===== config.mk =====
export PLATFORM = sky130hd
export DESIGN_NAME = gate_motor_drive_controller_flat
export DESIGN_NICKNAME = d
export VERILOG_FILES = /design/src/hw/rtl/gmd_pkg.sv /design/src/hw/rtl/gmd_stream_if.sv /design/src/hw/rtl/gmd_div.sv /design/src/hw/rtl/gate_motor_drive_controller.sv /design/src/flat_wrapper.sv
export SDC_FILE = /design/constraint.sdc
export NUM_CORES = 2
export LEC_CHECK = 0
export ABC_AREA = 1
export BUFFER_PORTS_ARGS = -buffer_cell sky130_fd_sc_hd__clkbuf_2
export CAP_MARGIN = 20
export CORE_MARGIN = 10
export CORE_UTILIZATION = 45
export DETAILED_ROUTE_END_ITERATION = 8
export HOLD_SLACK_MARGIN = 0.03
export PLACE_DENSITY = 0.62
export SLEW_MARGIN = 20
export SYNTH_ARGS = -nofsm -noshare
export SYNTH_HDL_FRONTEND = slang
export SYNTH_SLANG_ARGS = --single-unit

===== constraint.sdc =====
create_clock -name i_clk -period 8.6 [get_ports i_clk]
set_input_delay 0.86 -clock i_clk [delete_from_list [all_inputs] [get_ports i_clk]]
set_output_delay 0.86 -clock i_clk [all_outputs]
set_load 0.05 [all_outputs]

===== src/hw/rtl/gmd_pkg.sv =====
// shared types, codes and constants of the gate motor drive controller
package gmd_pkg;

    localparam int QUOT_W = 17;
    localparam int PROD_W = 49;
    localparam int TRAVEL_W = 20;
    localparam int CNT_W = $clog2(QUOT_W + 1);

    localparam logic [16:0]        POS_FULL        = 17'h10000;
    localparam logic signed [15:0] SPEED_FULL      = 16'sd16384;
    localparam logic [16:0]        SPEED_DELTA_MIN = 17'd16;
    localparam logic [14:0]        SPEED_HIGH      = 15'd15565;

    localparam logic [19:0] RST_OPEN_TRAVEL  = 20'd20000;
    localparam logic [19:0] RST_CLOSE_TRAVEL = 20'd20000;
    localparam logic [14:0] RST_CUR_LIMIT    = 15'd5000;
    localparam logic [15:0] RST_OC_HOLD      = 16'd500;

    typedef enum logic [2:0] {
        ACT_TICK     = 3'd0,
        ACT_OPEN_SW  = 3'd1,
        ACT_CLOSE_SW = 3'd2,
        ACT_BARRIER  = 3'd3,
        ACT_OC_CHECK = 3'd4
    } t_action;

    typedef enum logic [1:0] {
        MODE_IDLE    = 2'd0,
        MODE_OPENING = 2'd1,
        MODE_CLOSING = 2'd2
    } t_motion_mode;

    typedef enum logic [1:0] {
        JOB_NONE   = 2'd0,
        JOB_DELETE = 2'd1,
        JOB_REOPEN = 2'd2
    } t_job_req;

    typedef enum logic [1:0] {
        CFG_OPEN_TRAVEL  = 2'd0,
        CFG_CLOSE_TRAVEL = 2'd1,
        CFG_CUR_LIMIT    = 2'd2,
        CFG_OC_HOLD      = 2'd3
    } t_cfg_index;

    typedef enum logic [2:0] {
        SEQ_IDLE,
        SEQ_MUL,
        SEQ_LOAD,
        SEQ_DIV,
        SEQ_DONE
    } t_seq_state;

    typedef struct packed {
        logic [2:0]         action;
        logic [31:0]        now_ms;
        logic signed [15:0] speed_cmd;
        logic               speed_valid;
        logic               open_switch_n;
        logic               close_switch_n;
        logic               barrier_n;
        logic signed [15:0] current_ma;
    } t_in_word;

    typedef struct packed {
        logic [7:0]  pwm_duty;
        logic        direction;
        logic [16:0] position;
        logic [1:0]  motion_state;
        logic [1:0]  job_request;
        logic        overcurrent;
    } t_out_word;

    typedef struct packed {
        logic [1:0]  index;
        logic [19:0] data;
    } t_cfg_word;

    typedef struct packed {
        logic              done;
        logic              sat;
        logic [QUOT_W-1:0] quot;
    } t_div_res;

    typedef struct packed {
        t_motion_mode       mode;
        logic signed [15:0] speed;
        logic [16:0]        pos;
        logic [16:0]        seg_pos;
        logic [31:0]        seg_time;
    } t_motion;

endpackage


===== src/hw/rtl/gmd_stream_if.sv =====
// valid/ready channel carrying one word of a chosen payload type
interface gmd_stream_if #(
    parameter type t_payload = logic
) ();
    logic     valid;
    logic     ready;
    t_payload data;

    modport source (output valid, output data, input ready);
    modport sink (input valid, input data, output ready);
endinterface


===== src/hw/rtl/gmd_div.sv =====
// restoring divider for the position step, saturates when the quotient overflows
module gmd_div (
    input  logic                  i_clk,
    input  logic                  i_rst_n,
    input  logic                  i_start,
    input  logic [48:0]           i_dividend,
    input  logic [19:0]           i_divisor,
    output gmd_pkg::t_div_res     o_res
);
    import gmd_pkg::*;

    logic                r_busy;
    logic                r_done;
    logic                r_sat;
    logic [CNT_W-1:0]    r_cnt;
    logic [TRAVEL_W-1:0] r_rem;
    logic [QUOT_W-1:0]   r_low;
    logic [QUOT_W-1:0]   r_quot;
    logic [TRAVEL_W-1:0] r_div;

    logic [TRAVEL_W:0]   w_trial;
    logic                w_fit;
    logic                w_ovf;

    assign w_trial = {r_rem, r_low[QUOT_W-1]};
    assign w_fit   = w_trial >= {1'b0, r_div};
    // quotient needs more than QUOT_W bits when the high part reaches the divisor
    assign w_ovf   = i_dividend[PROD_W-1:QUOT_W] >= {12'd0, i_divisor};

    always_ff @(posedge i_clk) begin
        if (!i_rst_n) begin
            r_busy <= 1'b0;
            r_done <= 1'b0;
            r_cnt  <= '0;
        end else begin
            r_done <= 1'b0;
            if (i_start) begin
                r_sat <= w_ovf;
                r_div <= i_divisor;
                r_rem <= i_dividend[QUOT_W+TRAVEL_W-1:QUOT_W];
                r_low <= i_dividend[QUOT_W-1:0];
                r_quot <= '0;
                r_cnt <= CNT_W'(QUOT_W);
                if (w_ovf) begin
                    r_done <= 1'b1;
                end else begin
                    r_busy <= 1'b1;
                end
            end else if (r_busy) begin
                r_rem  <= w_fit ? TRAVEL_W'(w_trial - {1'b0, r_div}) : w_trial[TRAVEL_W-1:0];
                r_quot <= {r_quot[QUOT_W-2:0], w_fit};
                r_low  <= {r_low[QUOT_W-2:0], 1'b0};
                r_cnt  <= r_cnt - CNT_W'(1);
                if (r_cnt == CNT_W'(1)) begin
                    r_busy <= 1'b0;
                    r_done <= 1'b1;
                end
            end
        end
    end

    assign o_res.done = r_done;
    assign o_res.sat  = r_sat;
    assign o_res.quot = r_quot;

endmodule


===== src/hw/rtl/gate_motor_drive_controller.sv =====
// top level of the sliding gate motor drive controller
//
//  channel   dir  word type    contents
//  i_cfg     in   t_cfg_word   register index, write data (always ready)
//  i_in      in   t_in_word    action, timestamp, speed command, switches, current
//  o_out     out  t_out_word   pwm, direction, position, state, job request, flag
//
// a moving control tick reaches the output register through multiply, divider load,
// 17 divider steps, finish and commit; an overflowing quotient skips the divider steps;
// any other word goes from accept straight to finish and commit
// one word at a time: i_in is ready only while the sequencer is idle
// a finished word waits in the done state while o_out holds the previous one
// synchronous active-low reset clears the controller state and loads the config defaults
module gate_motor_drive_controller (
    input  logic          i_clk,
    input  logic          i_rst_n,
    gmd_stream_if.sink    i_cfg,
    gmd_stream_if.sink    i_in,
    gmd_stream_if.source  o_out
);
    import gmd_pkg::*;

    // configuration registers
    logic [19:0] r_open_travel;
    logic [19:0] r_close_travel;
    logic [14:0] r_cur_limit;
    logic [15:0] r_oc_hold;

    // controller state
    t_motion     r_m,   n_m;
    logic        r_ocf, n_ocf;
    logic [31:0] r_ocs, n_ocs;

    // sequencer and working registers
    t_seq_state         r_seq, n_seq;
    t_in_word           r_in;
    logic [PROD_W-1:0]  r_prod;
    logic [TRAVEL_W-1:0] r_travel;
    logic               r_out_valid, n_out_valid;
    t_out_word          r_out_word,  n_out_word;

    t_div_res           w_div;
    logic               w_in_accept;
    logic [31:0]        w_elapsed;
    logic [16:0]        w_mag4;
    logic [19:0]        w_travel;
    logic [16:0]        w_pos_dr;
    logic [17:0]        w_pos_up;
    logic signed [15:0] w_cmd_sat;
    logic               w_over_limit;
    logic [31:0]        w_oc_elapsed;
    t_motion            w_m;
    logic               w_ocf;
    logic [31:0]        w_ocs;
    t_job_req           w_req;

    // magnitude of a speed; full scale fits in 15 bits
    function automatic logic [14:0] mag15(logic signed [15:0] s);
        logic signed [15:0] a;
        a = s[15] ? -s : s;
        return a[14:0];
    endfunction

    // follow the sign of the speed, a new direction starts a segment
    function automatic t_motion track(t_motion m, logic [31:0] now);
        t_motion t;
        t = m;
        if (m.speed == 16'sd0) begin
            t.mode = MODE_IDLE;
        end else if (m.speed[15] && m.mode != MODE_CLOSING) begin
            t.mode = MODE_CLOSING;
            t.seg_time = now;
            t.seg_pos = m.pos;
        end else if (!m.speed[15] && m.mode != MODE_OPENING) begin
            t.mode = MODE_OPENING;
            t.seg_time = now;
            t.seg_pos = m.pos;
        end
        return t;
    endfunction

    // apply a new speed; a real speed change restarts the segment
    function automatic t_motion drive(t_motion m, logic signed [15:0] s, logic [31:0] now);
        t_motion            t;
        logic signed [16:0] d;
        logic [16:0]        ad;
        t = m;
        d = {s[15], s} - {m.speed[15], m.speed};
        ad = d[16] ? 17'(-d) : 17'(d);
        if (m.mode != MODE_IDLE && ad > SPEED_DELTA_MIN) begin
            t.seg_time = now;
            t.seg_pos = m.pos;
        end
        t.speed = s;
        return track(t, now);
    endfunction

    assign i_cfg.ready = 1'b1;
    assign i_in.ready  = (r_seq == SEQ_IDLE);
    assign w_in_accept = i_in.valid && i_in.ready;

    always_ff @(posedge i_clk) begin
        if (!i_rst_n) begin
            r_open_travel  <= RST_OPEN_TRAVEL;
            r_close_travel <= RST_CLOSE_TRAVEL;
            r_cur_limit    <= RST_CUR_LIMIT;
            r_oc_hold      <= RST_OC_HOLD;
        end else if (i_cfg.valid) begin
            case (i_cfg.data.index)
                CFG_OPEN_TRAVEL:  r_open_travel  <= i_cfg.data.data;
                CFG_CLOSE_TRAVEL: r_close_travel <= i_cfg.data.data;
                CFG_CUR_LIMIT:    r_cur_limit    <= i_cfg.data.data[14:0];
                CFG_OC_HOLD:      r_oc_hold      <= i_cfg.data.data[15:0];
                default: ;
            endcase
        end
    end

    // progress numerator: 4 * |speed| * elapsed ms
    assign w_elapsed = r_in.now_ms - r_m.seg_time;
    assign w_mag4    = {mag15(r_m.speed), 2'b00};
    always_comb begin
        if (r_m.mode == MODE_OPENING) begin
            w_travel = (r_open_travel == 20'd0) ? 20'd1 : r_open_travel;
        end else begin
            w_travel = (r_close_travel == 20'd0) ? 20'd1 : r_close_travel;
        end
    end

    always_ff @(posedge i_clk) begin
        if (r_seq == SEQ_MUL) begin
            r_prod   <= PROD_W'(w_mag4) * PROD_W'(w_elapsed);
            r_travel <= w_travel;
        end
        if (w_in_accept) begin
            r_in <= i_in.data;
        end
    end

    gmd_div u_div (
        .i_clk      (i_clk),
        .i_rst_n    (i_rst_n),
        .i_start    (r_seq == SEQ_LOAD),
        .i_dividend (r_prod),
        .i_divisor  (r_travel),
        .o_res      (w_div)
    );

    // dead-reckoned position, clamped at the ends and forced by the end switches
    assign w_pos_up = {1'b0, r_m.seg_pos} + {1'b0, w_div.quot};
    always_comb begin
        w_pos_dr = r_m.pos;
        if (r_in.action == ACT_TICK && r_m.mode == MODE_OPENING) begin
            if (w_div.sat || !r_in.open_switch_n || w_pos_up > {1'b0, POS_FULL}) begin
                w_pos_dr = POS_FULL;
            end else begin
                w_pos_dr = w_pos_up[16:0];
            end
        end else if (r_in.action == ACT_TICK && r_m.mode == MODE_CLOSING) begin
            if (w_div.sat || w_div.quot >= r_m.seg_pos || !r_in.close_switch_n) begin
                w_pos_dr = 17'd0;
            end else begin
                w_pos_dr = r_m.seg_pos - w_div.quot;
            end
        end
    end

    // command clipped to full scale
    always_comb begin
        if (r_in.speed_cmd > SPEED_FULL) begin
            w_cmd_sat = SPEED_FULL;
        end else if (r_in.speed_cmd < -SPEED_FULL) begin
            w_cmd_sat = -SPEED_FULL;
        end else begin
            w_cmd_sat = r_in.speed_cmd;
        end
    end

    assign w_over_limit = $signed({r_in.current_ma[15], r_in.current_ma})
                          > $signed({2'b00, r_cur_limit});
    assign w_oc_elapsed = r_in.now_ms - r_ocs;

    // one word of controller behavior, applied when the sequencer commits
    always_comb begin : step_logic
        t_motion            m;
        logic               ocf;
        logic [31:0]        ocs;
        t_job_req           req;
        logic               do_drv;
        logic signed [15:0] s;
        m = r_m;
        ocf = r_ocf;
        ocs = r_ocs;
        req = JOB_NONE;
        do_drv = 1'b0;
        s = 16'sd0;
        case (r_in.action)
            ACT_TICK: begin
                m.pos = w_pos_dr;
                if (!r_in.speed_valid) begin
                    do_drv = 1'b1;
                    req = JOB_DELETE;
                end else begin
                    m = track(m, r_in.now_ms);
                    if ((m.mode == MODE_OPENING && !r_in.open_switch_n) ||
                        (m.mode == MODE_CLOSING &&
                         (!r_in.close_switch_n || !r_in.barrier_n))) begin
                        do_drv = 1'b1;
                        req = JOB_DELETE;
                    end else begin
                        do_drv = 1'b1;
                        s = w_cmd_sat;
                    end
                end
            end
            ACT_OPEN_SW: begin
                if (m.mode != MODE_CLOSING) begin
                    do_drv = 1'b1;
                    req = JOB_DELETE;
                end
            end
            ACT_CLOSE_SW: begin
                if (m.mode != MODE_OPENING) begin
                    do_drv = 1'b1;
                    req = JOB_DELETE;
                end
            end
            ACT_BARRIER: begin
                if (m.mode == MODE_CLOSING) begin
                    do_drv = 1'b1;
                    req = JOB_REOPEN;
                end
            end
            ACT_OC_CHECK: begin
                if (w_over_limit) begin
                    // a speed at or above SPEED_HIGH sets the flag, the hold test still runs
                    if (mag15(m.speed) >= SPEED_HIGH) begin
                        ocf = 1'b1;
                    end
                    if (!ocf) begin
                        ocf = 1'b1;
                        ocs = r_in.now_ms;
                    end else if (w_oc_elapsed >= {16'd0, r_oc_hold}) begin
                        ocf = 1'b0;
                    end
                end else begin
                    ocf = 1'b0;
                end
                if (ocf) begin
                    req = (m.mode != MODE_CLOSING) ? JOB_REOPEN : JOB_DELETE;
                    do_drv = 1'b1;
                end
            end
            default: ;
        endcase
        if (do_drv) begin
            m = drive(m, s, r_in.now_ms);
        end
        w_m = m;
        w_ocf = ocf;
        w_ocs = ocs;
        w_req = req;
    end

    always_ff @(posedge i_clk) begin
        if (!i_rst_n) begin
            r_seq       <= SEQ_IDLE;
            r_out_valid <= 1'b0;
            r_m         <= '{mode: MODE_IDLE, speed: 16'sd0, pos: 17'd0,
                             seg_pos: 17'd0, seg_time: 32'd0};
            r_ocf       <= 1'b0;
            r_ocs       <= 32'd0;
        end else begin
            r_seq       <= n_seq;
            r_out_valid <= n_out_valid;
            r_m         <= n_m;
            r_ocf       <= n_ocf;
            r_ocs       <= n_ocs;
        end
    end

    always_ff @(posedge i_clk) begin
        r_out_word <= n_out_word;
    end

    // sequencer: moving ticks go through multiply and divide, others go straight to commit
    always_comb begin
        n_seq       = r_seq;
        n_m         = r_m;
        n_ocf       = r_ocf;
        n_ocs       = r_ocs;
        n_out_valid = r_out_valid && !o_out.ready;
        n_out_word  = r_out_word;
        case (r_seq)
            SEQ_IDLE: begin
                if (w_in_accept) begin
                    if (i_in.data.action == ACT_TICK && r_m.mode != MODE_IDLE) begin
                        n_seq = SEQ_MUL;
                    end else begin
                        n_seq = SEQ_DONE;
                    end
                end
            end
            SEQ_MUL:  n_seq = SEQ_LOAD;
            SEQ_LOAD: n_seq = SEQ_DIV;
            SEQ_DIV: begin
                if (w_div.done) begin
                    n_seq = SEQ_DONE;
                end
            end
            SEQ_DONE: begin
                if (!r_out_valid || o_out.ready) begin
                    n_m   = w_m;
                    n_ocf = w_ocf;
                    n_ocs = w_ocs;
                    n_out_valid = 1'b1;
                    n_out_word.pwm_duty     = 8'(mag15(w_m.speed) >> 7);
                    n_out_word.direction    = w_m.speed[15];
                    n_out_word.position     = w_m.pos;
                    n_out_word.motion_state = w_m.mode;
                    n_out_word.job_request  = w_req;
                    n_out_word.overcurrent  = w_ocf;
                    n_seq = SEQ_IDLE;
                end
            end
            default: n_seq = SEQ_IDLE;
        endcase
    end

    assign o_out.valid = r_out_valid;
    assign o_out.data  = r_out_word;

    // divider only finishes while the sequencer waits for it
    a_div_done_in_div: assert property (@(posedge i_clk) disable iff (!i_rst_n)
        w_div.done |-> r_seq == SEQ_DIV)
        else $error("divider finished outside of the divide phase");

    // position estimate stays within the travel range
    a_pos_range: assert property (@(posedge i_clk) disable iff (!i_rst_n)
        r_m.pos <= POS_FULL)
        else $error("position beyond fully open");

    // motion state follows the sign of the stored speed
    a_mode_speed: assert property (@(posedge i_clk) disable iff (!i_rst_n)
        ((r_m.mode == MODE_IDLE) == (r_m.speed == 16'sd0)) &&
        (r_m.mode != MODE_OPENING || !r_m.speed[15]) &&
        (r_m.mode != MODE_CLOSING || r_m.speed[15]))
        else $error("motion state disagrees with speed");

endmodule


===== src/flat_wrapper.sv =====
// flat-port wrapper written by rule: the top's interface ports become plain ports
module gate_motor_drive_controller_flat import gmd_pkg::*;
  (i_clk, i_rst_n, i_cfg_valid, i_cfg_data, i_cfg_ready, i_in_valid, i_in_data, i_in_ready, o_out_valid, o_out_data, o_out_ready);
  gmd_stream_if #(.t_payload(t_cfg_word)) i_cfg_i ();
  gmd_stream_if #(.t_payload(t_in_word)) i_in_i ();
  gmd_stream_if #(.t_payload(t_out_word)) o_out_i ();
  input  logic i_clk;
  input  logic i_rst_n;
  input wire logic [$bits(i_cfg_i.valid)-1:0] i_cfg_valid;
  input wire logic [$bits(i_cfg_i.data)-1:0] i_cfg_data;
  output wire logic [$bits(i_cfg_i.ready)-1:0] i_cfg_ready;
  input wire logic [$bits(i_in_i.valid)-1:0] i_in_valid;
  input wire logic [$bits(i_in_i.data)-1:0] i_in_data;
  output wire logic [$bits(i_in_i.ready)-1:0] i_in_ready;
  output wire logic [$bits(o_out_i.valid)-1:0] o_out_valid;
  output wire logic [$bits(o_out_i.data)-1:0] o_out_data;
  input wire logic [$bits(o_out_i.ready)-1:0] o_out_ready;
  assign i_cfg_i.valid = i_cfg_valid;
  assign i_cfg_i.data = i_cfg_data;
  assign i_cfg_ready = i_cfg_i.ready;
  assign i_in_i.valid = i_in_valid;
  assign i_in_i.data = i_in_data;
  assign i_in_ready = i_in_i.ready;
  assign o_out_valid = o_out_i.valid;
  assign o_out_data = o_out_i.data;
  assign o_out_i.ready = o_out_ready;
  gate_motor_drive_controller u_core (.i_clk(i_clk), .i_rst_n(i_rst_n), .i_cfg(i_cfg_i), .i_in(i_in_i), .o_out(o_out_i));
endmodule

## Yosys cells after proc, flatten, opt, wreduce, memory -nomap -nowiden

Index checks and enable logic that the tools add are counted.

| storage, ports and cells | value |
|---|---|
| latch bits | 0 |
| logic and storage cells | 210 |
| output and inout bits | 34 |
| register bits | 442 |
| memories kept | 0 |
| RAM bits | 0 |
| memory bits (read-only) | 0 |

| operators by class | value |
|---|---|
| multiply operators | 1 |
| equality and inequality tests | 24 |
| $add $sub $neg | 10 |
| shifts and indexed selects | 0 |
| mux-type cells | 77 |
| reductions and logical operators | 47 |
| bitwise operators | 2 |
| magnitude comparators | 10 |
| div/mod/pow operators | 0 |

Operators with widths:

| operator | count |
|---|---|
| $mux 49 | 7 |
| $mux 84 | 3 |
| $mux 17 | 8 |
| $mux 20 | 6 |
| $mux 16 | 5 |
| $sub 32x32->32 | 2 |
| $mul 15x32->47 | 1 |
| $logic_not 20->1 | 2 |
| $ge 32x16->1 | 1 |
| $ge 32x20->1 | 1 |
| $logic_not 16->1 | 2 |
| $mux 15 | 2 |
| $neg 15->15 | 2 |
| $mux 1 | 25 |
| $mux 2 | 12 |
| $ge 21x20->1 | 1 |
| $sub 20x20->20 | 1 |
| $add 17x17->18 | 1 |
| $gt 18x17->1 const B | 1 |
| $ge 17x17->1 | 1 |
| $gt 17x5->1 const B | 1 |
| $neg 17->17 | 1 |
| $sub 16x16->17 | 1 |
| $sub 17x17->17 | 1 |
| other kinds (29) | 83 |

## Depth between registers and ports, before layout

| depth | value |
|---|---|
| depth after elaboration | 25 |
| gate-level depth with buffers | 43 |
| mapped depth without buffers | 42 |

## Hierarchy

Synthesis repeated with hierarchy kept, for this count alone.

| unflattened totals | value |
|---|---|
| cell total of the unflattened synthesis | 5542 |
| area total of the unflattened synthesis | 42717.2 µm² |

Modules (own cells, without submodules):

| module | instances | cells each | area an instance (µm²) | sequential area each (µm²) |
|---|---|---|---|---|
| gate_motor_drive_controller | 1 | 4827 | 37210.7 | 8918.6 |
| gmd_div | 1 | 715 | 5506.5 | 2392.3 |

## Worst setup path before layout

OpenSTA, ideal clock, no wires.

| timing path | value |
|---|---|
| kind | register to register |
| from | register u_core.r_in[36] (netlist bit) |
| to | register u_core.r_prod[42] (data pin) |
| setup slack | 844 ps |
| stages on the path, launching flop included | 41 |
| period minus slack after synthesis | 7756 ps |
| required time | 8335 ps |
| arrival time | 7490 ps |
| buffers on the path | 0 |
| cell sequence | edfxtp_1 inv_1 ha_1 fa_1 inv_1 nand3_1 nand2_1 nand2_1 o211ai_1 a21boi_1 o21ai_1 a21boi_1 o21ai_1 nand2_1 o21ai_1 nand2_1 nand2_1 nand2_1 (+5 left out) fa_1 fa_1 inv_1 fa_1 fa_1 fa_1 inv_1 fa_1 inv_1 ha_1 a21oi_1 inv_1 a31oi_1 inv_1 a21oi_1 a21boi_0 o21ai_0 xor2_1 |

| between the ends | value |
|---|---|
| longest elaborated chain between the ends | 2 |

Ends and longest elaborated chain:

| element | line | RTL |
|---|---|---|
| start: declaration | gate_motor_drive_controller.sv:36 | `t_in_word r_in;` |
| start signal: assignment | gate_motor_drive_controller.sv:136 | `r_in <= i_in.data;` |
| $sub 32x32->32 | gate_motor_drive_controller.sv:120 | `assign w_elapsed = r_in.now_ms - r_m.seg_time;` |
| $mul 15x32->47 | gate_motor_drive_controller.sv:132 | `r_prod <= PROD_W'(w_mag4) * PROD_W'(w_elapsed);` |
| end signal: assignment | gate_motor_drive_controller.sv:132 |  |
| end: declaration | gate_motor_drive_controller.sv:37 | `logic [PROD_W-1:0] r_prod;` |

No other way between the ends.
A chain may end at the register's enable or synchronous reset.

## Worst setup path after layout

| timing path | value |
|---|---|
| from | register u_core.r_in[38] (netlist bit) |
| to | register u_core.r_prod[48] (data pin) |

The elaborated chain is that of the path after synthesis.

==> metrics <==
Final Core Density 50.1%; CTS Hold Bufs 0; total die area 107000 µm²; CTS Buf Count 51; Synth top area share 18.6%; Post-synth EDFFs 242; Mapped Avg Cell Area 7.72 µm²; Critical Path Start Type flop; r2r endpoint u_core.r_prod[48]; post-synth top area cell fa_1; R2R setup slack 420 ps; Inst Count DP between 6000 and 7000; Critical Path End Type flop; layout cells sized above 1 ~8%; Hold Crit Endpoint u_core.r_in[32]; TritonCTS clock tree built; core area 93300 µm²; Slowest Stage Delay on Critical Path slightly below 600 ps; std cell rows 112; max_cap viols 0; DRT Pass-1 Iters 6; Die Wd 327 µm; Seq/Total Area, Yosys 26.6%; Hold Crit Depth 1; Avg WL per Cell 18.2 µm; 1st-iter DRT viols 3057; Final Cycle Share 95.1%; DP Wirelength 97400 µm; Hold Vio Cnt, Final 0; cell area after synthesis 42400 µm²; slowest library cell on the worst path fa_1; DRC viols 0; ys async rst share 0%; number of global-route vias before repair 35716; critical path class reg2reg; dominant synthesized flop cell edfxtp_1; worst hold path class in2reg; antenna viol nets, final 0; via count 36265; first-pass GRT wire length 201000 µm; Setup violations, final 0; I/O pins 132; root buffer cell clkbuf_16; min Tclk post-route 8180 ps; clock latency on the worst-skew pair 650 ps; number of distinct library cells after synthesis 61; die span in y 327 µm; Routed WL 126000 µm; placed cell areas approximately 45000 µm²; top cells by count, synth nand2_1, inv_1, nor2_1; CTS Buffer Depth 3; clock slew at reported path FFs 70 ps; Overflow after GRT 0; Worst EP required 8970 ps; H-tree levels 2; cells after synthesis between 5000 and 6000; most frequent CP cell fa_1; largest net degree at the start of global routing 85; initial antenna violation count 3; top post-synthesis cells by area fa_1, edfxtp_1, nand2_1, inv_1, dfxtp_1; Final Max Slew Viols 0; synthesis-to-layout area growth 10.4%; NumNets Final 6396; worst r2r src u_core.r_in[38]; Syn Nets between 6000 and 7000; most frequent cell after synthesis nand2_1; drt via density 5.25; R2R cell count 36; global-route usage over all layers 23.4%; Seq cells post-synth 441; clk_skew 48.6 ps; status complete, no violations; number of port buffers 130; design area 46800 µm²; Crit Path Max Fanout 8; YS warnings 0; Tightest Pin Transition 1250 ps; Final Instance Count excl. Fillers approximately 6900; CP arrival 8550 ps; highest clock rate 122 MHz; Hold Startpoint i_in_data[32]; clk sinks 441; Setup TNS Final 0 ps; GP Congestion 0.958; Slew HR 16.6%; initial core utilization 45.4%
worst max path at each step:
| stage | startpoint | endpoint | slack [ps] |
|---|---|---|---|
| 2_1_floorplan | u_core.r_in[36] | u_core.r_prod[42] | 840 |
| 3_3_place_gp | u_core.r_in[36] | u_core.r_prod[42] | 170 |
| 3_5_place_dp | u_core.r_in[36] | u_core.r_prod[48] | 70 |
| 4_1_cts | u_core.r_in[36] | u_core.r_prod[48] | 70 |
| 5_1_grt | u_core.r_in[39] | u_core.r_prod[46] | -4 |
| 6_report | u_core.r_in[38] | u_core.r_prod[48] | 420 |
kinds of logic (layout without fill, tap and decap cells):
logic type / Yosys count / count (layout) / share of synthesized area [%]
and+or+nand+nor: 2069 / 2069 / 20.1
buffers and inverters: 1274 / 1440 / 11.5
AOI/OAI and AO/OA: 838 / 838 / 10.7
adders and majority gates: 692 / 692 / 27.4
DFF: 441 / 441 / 26.6
xor gates and xnor gates: 156 / 156 / 3.39
muxes: 12 / 12 / 0.284
other: 1 / 4 / 0.00885
registers in the layout, summed over array words and instances (netlist names), 5 cells and up:
| name | cells |
|---|---|
| u_core.r_m | 84 |
| u_core.r_in | 71 |
| u_core.r_prod | 47 |
| u_core.r_ocs | 32 |
| u_core.o_out.data | 31 |
| u_core.r_close_travel | 20 |
| u_core.r_open_travel | 20 |
| u_core.r_travel | 20 |
| u_core.u_div.r_div | 20 |
| u_core.u_div.r_rem | 20 |
| u_core.u_div.r_quot | 17 |
| u_core.r_oc_hold | 16 |
| u_core.r_cur_limit | 15 |
| u_core.u_div.r_low | 15 |
| u_core.u_div.r_cnt | 5 |
layer usage:
metal	vias up	wire length, µm	track usage [%]
li1	17527	-	-
met4	0	3480	6.66
met2	1181	56600	37.4
met1	17387	57500	32.7
met5	-	0	0
met3	170	8340	3.33
repair_timing:
item                       4_1_cts  5_1_grt
setup endpoints to repair        0       21
buffers inserted                 0       11
gates resized for setup          0       49
final cells by class:
type	count	area (µm²)
Tap cell	1254	1570
Inverter	1104	4150
Clock buffer	74	1560
Fill cell	9176	46600
Multi-Input combinational cell	3768	26500
Sequential cell	441	11300
Timing Repair Buffer	240	1490
Clock inverter	22	245
Antenna cell	3	7.51
metrics by stage:
step | hold slack, ps | worst slack, ps
finish | 386 | 424
global route | 368 | -3.96
CTS | 359 | 65.0
detailed placement | 440 | 67.6
global placement | 433 | 174
floorplan | 426 | 844
critical path, delay by kind of cell, from the launching register on:
family,cells,cell delay (ps)
compound gates,14,2310
xor+xnor,2,230
fa+ha+maj,8,3810
buf+inv,7,550
flops,1,390
simple gates,5,620
cell usage in the layout (no fill, tap or decap), types with 129 or more instances in the layout:
cell         n
a21oi_1    330
clkbuf_2   129
dfxtp_1    199
edfxtp_1   242
fa_1       393
ha_1       293
inv_1     1064
nand2_1   1100
nand3_1    290
nor2_1     512
o21ai_0    333
Power is not shown: default switching activity piles up to over one toggle a cycle in this logic, so the estimate is an artifact.
